===== src/design/stkrot_pkg.sv =====
`timescale 1ns / 1ps
`default_nettype none
package stkrot_pkg;

   localparam int STACK_DEPTH_DEF = 16;
   localparam int WORD_W          = 32;

   localparam logic [1:0] REQ_PUSH   = 2'd0;
   localparam logic [1:0] REQ_POP    = 2'd1;
   localparam logic [1:0] REQ_ROTATE = 2'd2;

   typedef logic [1:0] cell_op_type;

   localparam cell_op_type CELL_HOLD     = 2'd0;
   localparam cell_op_type CELL_SHIFT_DN = 2'd1;
   localparam cell_op_type CELL_SHIFT_UP = 2'd2;
   localparam cell_op_type CELL_ROTATE   = 2'd3;

   typedef logic [WORD_W-1:0] word_type;

endpackage
`default_nettype wire


===== src/design/stkrot_cell.sv =====
`timescale 1ns / 1ps
`default_nettype none
module stkrot_cell #(
   parameter int STACK_DEPTH = stkrot_pkg::STACK_DEPTH_DEF,
   parameter int INDEX       = 0
) (
   input  wire                             clock,
   input  wire stkrot_pkg::cell_op_type    cell_op,
   input  wire [$clog2(STACK_DEPTH)-1:0]   last_idx,
   input  wire stkrot_pkg::word_type       above_data,
   input  wire stkrot_pkg::word_type       below_data,
   input  wire stkrot_pkg::word_type       top_data,
   output stkrot_pkg::word_type            cell_data
);

   localparam int IW = $clog2(STACK_DEPTH);
   localparam logic [IW-1:0] MY_IDX = IW'(INDEX);

   stkrot_pkg::word_type data_ff;
   stkrot_pkg::word_type data_in;

   always_comb begin
      data_in = data_ff;
      case (cell_op)
         stkrot_pkg::CELL_SHIFT_DN: data_in = above_data;
         stkrot_pkg::CELL_SHIFT_UP: data_in = below_data;
         stkrot_pkg::CELL_ROTATE: begin
            if (MY_IDX < last_idx) begin
               data_in = below_data;
            end else if (MY_IDX == last_idx) begin
               data_in = top_data;
            end
         end
         default: data_in = data_ff;
      endcase
   end

   always_ff @(posedge clock) begin
      data_ff <= data_in;
   end

   assign cell_data = data_ff;

endmodule
`default_nettype wire


===== src/design/stkrot_ctrl.sv =====
`timescale 1ns / 1ps
`default_nettype none
module stkrot_ctrl #(
   parameter int STACK_DEPTH = stkrot_pkg::STACK_DEPTH_DEF
) (
   input  wire                                 clock,
   input  wire                                 reset,
   input  wire                                 req_valid,
   output logic                                req_ready,
   input  wire [1:0]                           req_kind,
   input  wire [$clog2(STACK_DEPTH+1)-1:0]     req_count,
   input  wire stkrot_pkg::word_type           top_data,
   output stkrot_pkg::cell_op_type             cell_op,
   output logic [$clog2(STACK_DEPTH)-1:0]      last_idx,
   output logic                                rsp_valid,
   input  wire                                 rsp_ready,
   output stkrot_pkg::word_type                rsp_top,
   output logic [$clog2(STACK_DEPTH+1)-1:0]    rsp_total,
   output logic                                rsp_empty,
   output logic                                rsp_dropped
);

   localparam int CW = $clog2(STACK_DEPTH + 1);
   localparam int IW = $clog2(STACK_DEPTH);
   localparam logic [CW-1:0] FULL_COUNT = CW'(STACK_DEPTH);

   localparam logic [1:0] ST_IDLE = 2'd0;
   localparam logic [1:0] ST_ROT  = 2'd1;
   localparam logic [1:0] ST_DONE = 2'd2;

   logic [1:0]           state_ff, state_in;
   logic [CW-1:0]        count_ff, count_in;
   logic [CW-1:0]        rem_ff, rem_in;
   logic                 drop_ff, drop_in;
   logic                 ovalid_ff, ovalid_in;
   stkrot_pkg::word_type otop_ff, otop_in;
   logic [CW-1:0]        ototal_ff, ototal_in;
   logic                 oempty_ff, oempty_in;
   logic                 odrop_ff, odrop_in;
   logic                 accept;

   assign req_ready = (state_ff == ST_IDLE) && (!ovalid_ff || rsp_ready);
   assign accept    = req_valid && req_ready;
   assign last_idx  = IW'(count_ff - 1'b1);

   always_comb begin
      state_in  = state_ff;
      count_in  = count_ff;
      rem_in    = rem_ff;
      drop_in   = drop_ff;
      cell_op   = stkrot_pkg::CELL_HOLD;
      ovalid_in = ovalid_ff && !rsp_ready;
      otop_in   = otop_ff;
      ototal_in = ototal_ff;
      oempty_in = oempty_ff;
      odrop_in  = odrop_ff;
      unique case (state_ff)
         ST_IDLE: begin
            if (accept) begin
               drop_in  = 1'b0;
               state_in = ST_DONE;
               case (req_kind)
                  stkrot_pkg::REQ_PUSH: begin
                     if (count_ff == FULL_COUNT) begin
                        drop_in = 1'b1;
                     end else begin
                        cell_op  = stkrot_pkg::CELL_SHIFT_DN;
                        count_in = count_ff + 1'b1;
                     end
                  end
                  stkrot_pkg::REQ_POP: begin
                     if (count_ff != '0) begin
                        cell_op  = stkrot_pkg::CELL_SHIFT_UP;
                        count_in = count_ff - 1'b1;
                     end
                  end
                  stkrot_pkg::REQ_ROTATE: begin
                     if (req_count != '0 && req_count < count_ff) begin
                        cell_op = stkrot_pkg::CELL_ROTATE;
                        rem_in  = req_count - 1'b1;
                        if (req_count != CW'(1)) begin
                           state_in = ST_ROT;
                        end
                     end
                  end
                  default: state_in = ST_DONE;
               endcase
            end
         end
         ST_ROT: begin
            cell_op = stkrot_pkg::CELL_ROTATE;
            rem_in  = rem_ff - 1'b1;
            if (rem_ff == CW'(1)) begin
               state_in = ST_DONE;
            end
         end
         ST_DONE: begin
            ovalid_in = 1'b1;
            otop_in   = (count_ff == '0) ? '0 : top_data;
            ototal_in = count_ff;
            oempty_in = (count_ff == '0);
            odrop_in  = drop_ff;
            state_in  = ST_IDLE;
         end
         default: state_in = ST_IDLE;
      endcase
   end

   always_ff @(posedge clock) begin
      if (reset) begin
         state_ff  <= ST_IDLE;
         count_ff  <= '0;
         rem_ff    <= '0;
         drop_ff   <= 1'b0;
         ovalid_ff <= 1'b0;
      end else begin
         state_ff  <= state_in;
         count_ff  <= count_in;
         rem_ff    <= rem_in;
         drop_ff   <= drop_in;
         ovalid_ff <= ovalid_in;
      end
   end

   always_ff @(posedge clock) begin
      otop_ff   <= otop_in;
      ototal_ff <= ototal_in;
      oempty_ff <= oempty_in;
      odrop_ff  <= odrop_in;
   end

   assign rsp_valid   = ovalid_ff;
   assign rsp_top     = otop_ff;
   assign rsp_total   = ototal_ff;
   assign rsp_empty   = oempty_ff;
   assign rsp_dropped = odrop_ff;

endmodule
`default_nettype wire


===== src/design/stack_with_rotation.sv =====
// Sequence: a push, pop or no-op goes from acceptance to the DONE state, which loads the
// response register; a rotate by N rotates the whole stack N places, one cell-chain shift
// per place (the first at acceptance, the rest in the ROT state), before DONE. A new request
// is taken only back in idle, and only once the previous response is taken or being taken.
// Reset (synchronous, active high) empties the stack and drops any pending response;
// cell contents are not cleared and are never visible until written.
`timescale 1ns / 1ps
`default_nettype none
module stack_with_rotation #(
   parameter int STACK_DEPTH = stkrot_pkg::STACK_DEPTH_DEF
) (
   input  wire                                          clock,
   input  wire                                          reset,
   input  wire                                          req_tvalid,
   output logic                                         req_tready,
   // push_value [31:0], rotate_count above it, zero padded
   input  wire [((stkrot_pkg::WORD_W + $clog2(STACK_DEPTH+1) + 7) / 8) * 8 - 1:0] req_tdata,
   // req_type
   input  wire [1:0]                                    req_tuser,
   output logic                                         rsp_tvalid,
   input  wire                                          rsp_tready,
   // top_value [31:0], entry_total above it, zero padded
   output logic [((stkrot_pkg::WORD_W + $clog2(STACK_DEPTH+1) + 7) / 8) * 8 - 1:0] rsp_tdata,
   // is_empty [0], push_dropped [1]
   output logic [1:0]                                   rsp_tuser
);

   localparam int WW = stkrot_pkg::WORD_W;
   localparam int CW = $clog2(STACK_DEPTH + 1);
   localparam int IW = $clog2(STACK_DEPTH);
   localparam int DW = ((WW + CW + 7) / 8) * 8;

   stkrot_pkg::word_type    cell_q [STACK_DEPTH];
   stkrot_pkg::cell_op_type cell_op;
   logic [IW-1:0]           last_idx;
   stkrot_pkg::word_type    push_value;
   logic [CW-1:0]           rotate_count;
   stkrot_pkg::word_type    rsp_top;
   logic [CW-1:0]           rsp_total;
   logic                    rsp_empty;
   logic                    rsp_dropped;

   assign push_value   = req_tdata[WW-1:0];
   assign rotate_count = req_tdata[WW+CW-1:WW];

   stkrot_ctrl #(
      .STACK_DEPTH(STACK_DEPTH)
   ) u_ctrl (
      .clock      (clock),
      .reset      (reset),
      .req_valid  (req_tvalid),
      .req_ready  (req_tready),
      .req_kind   (req_tuser),
      .req_count  (rotate_count),
      .top_data   (cell_q[0]),
      .cell_op    (cell_op),
      .last_idx   (last_idx),
      .rsp_valid  (rsp_tvalid),
      .rsp_ready  (rsp_tready),
      .rsp_top    (rsp_top),
      .rsp_total  (rsp_total),
      .rsp_empty  (rsp_empty),
      .rsp_dropped(rsp_dropped)
   );

   for (genvar i = 0; i < STACK_DEPTH; i++) begin : g_cell
      stkrot_pkg::word_type above_w;
      stkrot_pkg::word_type below_w;

      if (i == 0) begin : g_first
         assign above_w = push_value;
      end else begin : g_mid
         assign above_w = cell_q[i-1];
      end

      if (i == STACK_DEPTH - 1) begin : g_last
         assign below_w = cell_q[i];
      end else begin : g_inner
         assign below_w = cell_q[i+1];
      end

      stkrot_cell #(
         .STACK_DEPTH(STACK_DEPTH),
         .INDEX      (i)
      ) u_cell (
         .clock     (clock),
         .cell_op   (cell_op),
         .last_idx  (last_idx),
         .above_data(above_w),
         .below_data(below_w),
         .top_data  (cell_q[0]),
         .cell_data (cell_q[i])
      );
   end

   assign rsp_tdata = DW'({rsp_total, rsp_top});
   assign rsp_tuser = {rsp_dropped, rsp_empty};

endmodule
`default_nettype wire


===== config.mk =====
export PLATFORM = sky130hd
export DESIGN_NAME = stack_with_rotation
export DESIGN_NICKNAME = d
export VERILOG_FILES = /design/src/design/stkrot_pkg.sv /design/src/design/stkrot_cell.sv /design/src/design/stkrot_ctrl.sv /design/src/design/stack_with_rotation.sv
export SDC_FILE = /design/constraint.sdc
export NUM_CORES = 1
export LEC_CHECK = 0
export BUFFER_PORTS_ARGS = -buffer_cell sky130_fd_sc_hd__buf_2
export CORE_MARGIN = 8
export CORE_UTILIZATION = 55
export CTS_BUF_LIST = sky130_fd_sc_hd__clkbuf_8
export DETAILED_ROUTE_END_ITERATION = 8
export GPL_ROUTABILITY_DRIVEN = 1
export HOLD_SLACK_MARGIN = 0.08
export PLACE_DENSITY = 0.7
export SYNTH_ARGS = -nofsm -noshare
export SYNTH_HDL_FRONTEND = slang
export SYNTH_SLANG_ARGS = --single-unit

===== constraint.sdc =====
create_clock -name clock -period 8.1 [get_ports clock]
set_input_delay 0.405 -clock clock [delete_from_list [all_inputs] [get_ports clock]]
set_output_delay 0.405 -clock clock [all_outputs]
set_load 0.01 [all_outputs]

==> impl_summary.md, run 1 <==
CTS
The TritonCTS clock tree is yes. The worst-skew pair later-pin latency is 0.68 ns. The clock drives 565 sinks. CTS built an H-tree with a depth of 3. Clock-pin slew was measured on the worst setup and hold paths at 0.06 ns. In this run the deepest clock path goes through 3 buffers. The CTS buffer count is 94. The cell at the root of the clock tree is sky130_fd_sc_hd__clkbuf_8. After clock tree synthesis, the repair step resized 0 gates. The post-CTS setup-driven buffer insertion count is 0. For this design, the CTS-stage hold fixing added 34 buffers.

Logic synthesis
The sequential element share of the synthesized area is 0.6176. The synthesized instance count is 2,030. The Yosys step of the flow raised 0 warnings. Sorting the synthesized cells by area gives the leading types as sky130_fd_sc_hd__edfxtp_1 61%, sky130_fd_sc_hd__a22o_1 7.2%, sky130_fd_sc_hd__a21o_1 6.3%, sky130_fd_sc_hd__a221o_1 6.0%, sky130_fd_sc_hd__mux2_2 2.6%. Summed over all instances, the cell type with the most area after synthesis is sky130_fd_sc_hd__edfxtp_1.

The share of synthesized flip-flops with an asynchronous set or reset is 0. Yosys mapped the design onto 55 distinct sky130hd cell types. The share of synthesized area in the top cell type comes to 0.6073.

The per-instance average area after synthesis is 13.42 um2. The dominant register cell in the synthesized netlist is sky130_fd_sc_hd__edfxtp_1. After synthesis the netlist holds a flip-flop and latch count of 565. The post-synthesis instance area is 0.02724 mm2.

The synthesized design contains 551 enable-type register cells.

Global routing
The first-pass GRT wire length is 103,800 um. The initial antenna violation count is 1. Across every metal layer, demand over resource in global routing totals 0.2293. Entering global routing, the biggest net connects 241 pins. The number of global-route vias before repair is 17,610. For this run the aggregate overflow at the end of global routing stands at 0.

Power and ir drop
The proportion of power drawn by the clock network is 0.332. The largest voltage drop on the vdd net is 0.1787 mV. Of the total power, combinational logic draws 0.140. The power density over the cells is 238.9 mW/mm2. Of the total power, the share spent switching nets is 0.2678.

The share of total power dissipated in sequential elements is 0.528. Summed over all nets, the switching power comes to 1927 uW. The cell-internal power is 5268 uW. In this run the static leakage power is 0.01178 uW.

Setup path
The startpoint kind of the worst setup timing path is a flop. The nature of the critical path endpoint is a flop. In this run the critical register-to-register path is launched from u_ctrl.count_ff[0]. The number of gates on the worst path with buffers counted is 11. The cell repeated most along the worst path is sky130_fd_sc_hd__buf_4. The delay of the slowest critical-path stage is 0.81 ns.

For the worst flop-to-flop path, the logic depth is 11. The maximum fanout encountered on the critical timing path is 94. The critical path's slowest cell is sky130_fd_sc_hd__buf_4. Counting both buffers and inverters, the worst setup path holds a total of 5. The top cell family by delay on the critical path is buffers and inverters. The critical path is of the flop to flop type.

The arrival time at the worst endpoint is 5.21 ns. For the worst setup path, the data required time is 8.51 ns. In this run the critical register-to-register path is captured at g_cell[0].u_cell.cell_data[18].

The critical path goes through inv_1 > ha_1 > or3b_2 > nor2_2 > buf_4 > nor3_2 > buf_4 > nor3_4 > buf_4 > buf_4 > mux2_2. The reg2reg setup slack is 3.30 ns.

STA
Summed over all failing endpoints, the final setup total negative slack is 0 ns. Measured against its own limit, the worst slew margin works out to 0.1159. The worst path needs 4.798 ns of the cycle, external delays included. The final max-slew violation count was 0. Between clock sinks in the finished design, the worst skew comes to 0.03759 ns. The number of failing setup endpoints in the final timing report is 0. Setup repair after global routing left no endpoint under its margin. The maximum clock frequency is 0.2084 GHz. The slew of the pin with the lowest slew margin is 1.326 ns. Of the available clock period, the critical path in the final layout requires 0.5924. The hold violation total from the final report was 0.

Hold path
The startpoint identified for the worst hold timing path is req_tdata[11]. The path class of the lowest-slack min-delay path is input pin to flop. For hold timing, the worst endpoint is g_cell[0].u_cell.cell_data[11].

The worst hold path was traced through 2 stages.

Die
The core region is 0.04895 mm2. The starting density of the core is 0.5566. For this design the top-level I/O count stands at 90. The floorplan die area is 0.05691 mm2. The die height is 238.6 um. The row count is 81. The die is 238.6 um wide.

Route
The total DRC errors in the routed layout is 0. For this block, the routed nets add up to 66,260 um of wire. The routed length per instance is 23.54 um. Dividing the detail-routed via count by the number of cells gives 6.435. The count of nets left with antenna violations after detail routing is 0. For this run, the detailed router's first-pass iteration total came to 6. The iteration-0 DRC count of the detailed router is 2,436. The detailed-route via count is 18,110.

Run status
The flow ran to the end, and the final reports show no timing, DRC or antenna violations.

Place
At the end of routability-driven placement, the weighted congestion stood at 0.8237. The half-perimeter wire length after detailed placement is 40,570 um. The count of buffers added on input and output ports is 83. The post-placement cell count is 2,607.

Finish
The relative area change from synthesis to final layout is 10.52%. The number of cells in the finished layout apart from fillers is 2,815. The top cell types in the final layout, fill and taps aside, are 551 x sky130_fd_sc_hd__edfxtp_1, 228 x sky130_fd_sc_hd__a21o_1, 223 x sky130_fd_sc_hd__a22o_1. Of the cells placed in the final design, the portion with a size suffix greater than 1 is 0.1586. The number of nets at the end of the flow is 2,132. The leading cell type in the layout, fill and taps excluded is sky130_fd_sc_hd__edfxtp_1. After filler insertion, the fill cell instance count of the layout stands at 3,756.

Run
The count of maximum capacitance violations is 0.
[cell usage after synthesis, types with 3 or more instances]
library cell / instances
sky130_fd_sc_hd__o31ai_1: 3
sky130_fd_sc_hd__buf_2: 91
sky130_fd_sc_hd__edfxtp_1: 551
sky130_fd_sc_hd__ha_1: 13
sky130_fd_sc_hd__buf_6: 15
sky130_fd_sc_hd__a22oi_1: 32
sky130_fd_sc_hd__nand2b_1: 5
sky130_fd_sc_hd__and3_1: 67
sky130_fd_sc_hd__inv_1: 44
sky130_fd_sc_hd__nor2b_1: 36
sky130_fd_sc_hd__nand2_1: 110
sky130_fd_sc_hd__a31oi_1: 3
sky130_fd_sc_hd__nand3_1: 6
sky130_fd_sc_hd__and2_0: 8
sky130_fd_sc_hd__a21oi_2: 4
sky130_fd_sc_hd__o21ai_1: 5
sky130_fd_sc_hd__clkbuf_1: 92
sky130_fd_sc_hd__o21ai_0: 40
sky130_fd_sc_hd__nor3_1: 7
sky130_fd_sc_hd__buf_4: 8
sky130_fd_sc_hd__mux2_2: 64
sky130_fd_sc_hd__dfxtp_1: 14
sky130_fd_sc_hd__nor3b_1: 34
sky130_fd_sc_hd__a221o_1: 162
sky130_fd_sc_hd__and2_1: 27
sky130_fd_sc_hd__a21oi_1: 29
sky130_fd_sc_hd__a21o_1: 228
sky130_fd_sc_hd__or3_1: 6
sky130_fd_sc_hd__a21boi_0: 32
sky130_fd_sc_hd__a22o_1: 223
sky130_fd_sc_hd__xnor2_1: 9
sky130_fd_sc_hd__nor2_1: 34
[registers in the layout, summed over array words and instances (netlist names)]
| register | flops |
|---|---|
| u_ctrl.rsp_total | 5 |
| u_ctrl.rem_ff | 5 |
| u_ctrl.rsp_empty | 1 |
| u_ctrl.rsp_valid | 1 |
| u_ctrl.state_ff | 2 |
| u_ctrl.drop_ff | 1 |
| u_ctrl.rsp_top | 32 |
| u_ctrl.rsp_dropped | 1 |
| u_ctrl.count_ff | 5 |
| g_cell.u_cell.cell_data | 512 |
[stage by stage]
step / hold WS, ns / instance area [um2] / total power, uW / setup slack [ns] / util
after floorplan: 0.4029 / 27250 / 4521 / 2.880 / -
after global placement: 0.4184 / 28010 / 4795 / 3.402 / 0.5721
after detailed placement: 0.4320 / 28010 / 4840 / 3.345 / 0.5721
after CTS: 0.08154 / 30100 / 7232 / 3.351 / 0.6149
after global routing: 0.1185 / 30110 / 7486 / 2.969 / 0.6150
final: 0.1339 / 30110 / 7195 / 3.302 / 0.6151
[worst reg2reg max path, delay by kind of cell (launching register included)]
family | cells | cell delay [ns]
buffers and inverters | 5 | 2.40
and+or+nand+nor | 4 | 1.02
adders and majority gates | 1 | 0.20
muxes | 1 | 0.44
DFF | 1 | 0.50
[per-layer routing]
metal / GRT usage / vias to the layer above / routed length [um]
met4: 0.06345 / 0 / 1015
met1: 0.3492 / 8978 / 30380
met5: 0 / - / 0
met3: 0.03907 / 82 / 6132
met2: 0.3362 / 882 / 28730
li1: - / 8172 / -
[cells by family (layout without fill, tap and decap cells)]
group	after synthesis	count (layout)	synth area share
multiplexers	65	65	0.02682
flip-flops	565	565	0.6176
other	1	4	0.0001376
AND/OR/NAND/NOR	351	351	0.06875
adder cells (fa/ha/maj)	13	13	0.005971
buffers and inverters	251	369	0.04400
AO/OA/AOI/OAI	773	773	0.2332
XOR/XNOR	11	11	0.003537
[how the worst max path moves through the flow]
stage / from / to / slack, ns
floorplan: u_ctrl.count_ff[2] / g_cell[10].u_cell.cell_data[0] / 2.88
global placement: u_ctrl.count_ff[0] / g_cell[0].u_cell.cell_data[12] / 3.40
detailed placement: u_ctrl.count_ff[0] / g_cell[0].u_cell.cell_data[13] / 3.35
CTS: u_ctrl.count_ff[0] / g_cell[0].u_cell.cell_data[13] / 3.35
global route: u_ctrl.count_ff[0] / g_cell[0].u_cell.cell_data[18] / 2.97
finish: u_ctrl.count_ff[0] / g_cell[0].u_cell.cell_data[18] / 3.30
[layout make-up]
type / instances / area (um2) / area share
Timing Repair Buffer: 152 / 1031 / 0.03424
Sequential cell: 565 / 16830 / 0.5588
Clock buffer: 97 / 1335 / 0.04434
Multi-Input combinational cell: 1216 / 9500 / 0.3155
Clock inverter: 76 / 417.9 / 0.01388
Tap cell: 664 / 830.8 / 0.02759
Inverter: 44 / 165.2 / 0.005485
Antenna cell: 1 / 2.502 / 0.00008311
[power by group through the flow]
stage	Combinational, uW	Sequential (uW)	Clock [uW]
2_1_floorplan	775	3750	0
3_3_place_gp	956	3840	0
3_5_place_dp	990	3850	0
4_1_cts	1010	3790	2430
5_1_grt	1090	3830	2570
6_report	1010	3800	2390
(Power assumes the default switching activity.)
==> run 2, diff against run 1 <==
--- a/config.mk
+++ b/config.mk
@@ -12,7 +12,7 @@
 export DETAILED_ROUTE_END_ITERATION = 8
 export GPL_ROUTABILITY_DRIVEN = 1
 export HOLD_SLACK_MARGIN = 0.08
-export PLACE_DENSITY = 0.7
+export PLACE_DENSITY = 0.73
 export SYNTH_ARGS = -nofsm -noshare
 export SYNTH_HDL_FRONTEND = slang
 export SYNTH_SLANG_ARGS = --single-unit
==> constraint.sdc (replaced) <==
create_clock -name clock -period 4.4 [get_ports clock]
set_input_delay 0.22 -clock clock [delete_from_list [all_inputs] [get_ports clock]]
set_output_delay 0.22 -clock clock [all_outputs]
set_load 0.01 [all_outputs]
==> run 2 against run 1 <==
Global-route usage shrank 2.0 points; worst hold slack gained 0.063 ns; critical endpoint is now g_cell[2].u_cell.cell_data[13]; largest cell class unchanged; clock skew shrank 0.00051 ns; final cell count grew 0.43%; core utilization grew 0.31 points.
==> impl_summary.md, run 2 (synthesized netlist as in run 1, its figures left out) <==
Run status
The flow ran to the end, and the final reports show no timing, DRC or antenna violations.

Setup path
The signal on the critical path passes through inv_1 > ha_1 > or3b_2 > nor2_1 > or3_1 > and3_1 > a21oi_4. For this design, the slowest cell found on the critical path is sky130_fd_sc_hd__a21oi_4. The delay of the slowest critical-path stage came to 1.00 ns (+0.19 ns).

The maximum fanout encountered on the critical timing path was 32 (-66%). The number of gates on the worst path with buffers counted is 7 (-4). The startpoint kind of the worst setup timing path is a flop.

The worst setup path is captured at a flop. The arrival time at the worst endpoint is 4.31 ns (-0.90 ns). The cell family contributing the most delay on the critical path is simple AND/OR/NAND/NOR gates. The worst reg2reg path depth is 7 (-4).

The required time of the critical path came to 4.67 ns (-3.84 ns). The worst setup path is of the flop to flop kind. The buffer and inverter count on the worst path came to 1 (-4).

Finish
In the layout the commonest cells are 551 x sky130_fd_sc_hd__edfxtp_1, 228 x sky130_fd_sc_hd__a21o_1, 223 x sky130_fd_sc_hd__a22o_1. The total inserted antenna cells is 0 (-1). The final instance area is 0.03026 mm2 (+0.50%). The number of flip-flops in the largest register came to 512 (unchanged). The library cell used most frequently in the layout, excluding fill and tap cells, is sky130_fd_sc_hd__edfxtp_1. The number of nets at the end of the flow is 2,154 (+1.0%).

The ratio of cells with drive above 1 in the final layout is 0.1650 (+0.006444). The area growth from synthesis to layout is 11.07%. The number of cells in the finished layout apart from fillers was 2,827 (+0.43%).

Hold path
The worst hold path belongs to the class input pin to flop. The depth of the worst hold-timing path is 6 (+4).

Global routing
The global-route usage over all layers came to 0.2091 (-0.02017). The met2 track demand over resource in global routing was 0.3028 (-0.03343). The overall overflow remaining after global route was 0 (unchanged).

The routing usage on met1 was 0.3221 (-0.02706). After global routing, the most crowded layer is met1. The number of global-route vias before repair came to 16,970 (-3.7%). The largest net degree at the start of global routing is 115 (-52%). The first-pass GRT wire length is 96,370 um (-7.2%).

The initial antenna violation count is 0 (-1). The met3 demand-to-capacity share in global routing came to 0.03688 (-0.002190).

STA
The slew of the pin with the lowest slew margin came to 1.308 ns (-0.01834 ns). The total negative setup slack is 0 ns (unchanged). The post-route clock skew is 0.03708 ns (-0.0005085 ns). The number of failing setup endpoints in the final timing report is 0 (unchanged). The maximum clock frequency is 0.2478 GHz (+19%).

The final max-slew violation count was 0 (unchanged). The post-route minimum period is 4.036 ns (-0.7620 ns). The final worst-path cycle share is 0.9173 (+0.3249). Setup repair after global routing left no endpoint under its margin.

The worst slew margin relative to its limit is 0.1281 (+0.01223). The hold violation total from the final report is 0 (unchanged). The smallest hold slack is 0.1966 ns (+0.06269 ns).

Power and ir drop
The fraction of power spent switching nets is 0.2636 (-0.004264). The largest voltage drop on the vdd net is 0.2258 mV (+26%). The sequential fraction of design power came to 0.538 (+0.010).

The leakage component of the power was 0.01185 uW (+0.57%). The proportion of power drawn by the clock network is 0.322 (-0.010). The fraction of power consumed by combinational cells is 0.141 (about the same). The cell-internal power is 9575 uW (+82%). The power dissipated by switching net loads is 3427 uW (+78%).

The power density over the cells is 429.7 mW/mm2 (+80%).

CTS
The total of cells resized after clock tree synthesis is 0 (unchanged). The depth of the CTS H-tree came to 3 (unchanged). TritonCTS built the clock tree. The number of buffers between clock root and the deepest sink is 3 (unchanged).

The number of sinks handled by clock tree synthesis is 565 (unchanged). In this run the clock root is driven by a sky130_fd_sc_hd__clkbuf_8. The worst-skew pair later-pin latency is 0.67 ns (about the same). The clock slew at the register clock pins of the worst setup and hold paths is 0.06 ns (about the same). The CTS buffer count was 89 (-5.3%).

Route
The final routed wirelength across all metal layers is 60,980 um (-8.0%). The average via count per standard cell came to 6.314 (-1.9%). The total DRC errors in the routed layout is 0 (unchanged). The iteration-0 DRC count of the detailed router came to 2,167 (-11%). The count of nets left with antenna violations after detail routing is 0 (unchanged).

The detailed-route via count is 17,850 (-1.5%). The routed length per instance is 21.57 um (-8.4%). The iteration count of the initial detailed-routing pass was 6 (unchanged).

Place
The weighted congestion at the end of routability-driven global placement is 0.8618 (+4.6%). The post-placement cell count was 2,625 (+0.69%). The port buffer count is 83 (unchanged).

The cell area reported after detailed placement is 0.02818 mm2 (+0.63%). The half-perimeter wire length after detailed placement was 41,330 um (+1.9%).

Die
The top-level I/O count is 90 (unchanged). The row count came to 81 (unchanged). The die width was 238.6 um (unchanged). The floorplan die area is 0.05691 mm2 (unchanged). The die height came to 238.6 um (unchanged). The starting density of the core is 0.5566 (unchanged).

The placeable core region is 0.04895 mm2 (unchanged).

Run
The count of maximum capacitance violations is 0 (unchanged).
[run 2: changes by cell type in the layout (fill, tap and decap cells not counted)]
cell / previous run / this run
sky130_fd_sc_hd__buf_4: 34 / 48
sky130_fd_sc_hd__dlygate4sd3_1: 34 / 43
sky130_fd_sc_hd__inv_1: 75 / 67
sky130_fd_sc_hd__buf_12: 1 / 5
sky130_fd_sc_hd__clkbuf_8: 97 / 93
sky130_fd_sc_hd__clkinv_1: 29 / 25
sky130_fd_sc_hd__clkinv_2: 8 / 10
sky130_fd_sc_hd__inv_6: 2 / 0
sky130_fd_sc_hd__inv_8: 0 / 2
sky130_fd_sc_hd__o21ai_2: 2 / 4
sky130_fd_sc_hd__o21ai_4: 2 / 0
sky130_fd_sc_hd__bufinv_16: 4 / 3
sky130_fd_sc_hd__clkinvlp_4: 2 / 3
sky130_fd_sc_hd__diode_2: 1 / 0
[run 2: final timing paths]
check / from / endpoint / slack (ns)
min: req_tdata[33] / u_ctrl.rem_ff[1] / 0.20
min reg2reg: u_ctrl.drop_ff / u_ctrl.rsp_dropped / 0.46
max: u_ctrl.count_ff[0] / g_cell[2].u_cell.cell_data[13] / 0.36
max reg2reg: u_ctrl.count_ff[0] / g_cell[2].u_cell.cell_data[13] / 0.36
[run 2: final cells by class]
| class | instances | area (um2) |
|---|---|---|
| fill | 3702 | 18690 |
| sequential | 565 | 16830 |
| multi-input combinational | 1216 | 9485 |
| timing repair buffer | 179 | 1306 |
| clock buffer | 93 | 1280 |
| tap | 664 | 830.8 |
| clock inverter | 66 | 365.4 |
| inverter | 44 | 165.2 |
[run 2: power groups by stage]
| stage | Combinational [uW] | Sequential [uW] | Clock [uW] |
|---|---|---|---|
| floorplan | 1430 | 6890 | 0 |
| global placement | 1720 | 7060 | 0 |
| detailed placement | 1790 | 7080 | 0 |
| CTS | 1830 | 6980 | 4270 |
| global route | 2000 | 7030 | 4490 |
| finish | 1830 | 6990 | 4180 |
[run 2: timing repair]
action                    4_1_cts  5_1_grt
setup buffers                   0        0
hold endpoints to repair       46        0
hold buffers                   43        0
[run 2: layer usage]
layer,share of wire,vias to the layer above
met1,0.47,8741
li1,-,8196
met4,0.014,0
met3,0.087,74
met5,0,-
met2,0.43,838
[run 2: metrics by stage]
stage / utilization / power, uW / setup slack (ns)
3_5_place_dp: 0.5757 / 8876 / 0.3818
2_1_floorplan: - / 8325 / -0.8204
4_1_cts: 0.6182 / 13070 / 0.3564
5_1_grt: 0.6182 / 13530 / 0.1802
3_3_place_gp: 0.5757 / 8778 / 0.5517
6_report: 0.6182 / 13000 / 0.3638
[run 2: worst min-delay path: stages]
cell and delay, ns:
sky130_fd_sc_hd__buf_2 0.12, sky130_fd_sc_hd__inv_1 0.10, sky130_fd_sc_hd__ha_1 0.13, sky130_fd_sc_hd__nand2_1 0.05, sky130_fd_sc_hd__o211ai_1 0.08, sky130_fd_sc_hd__a21oi_1 0.08
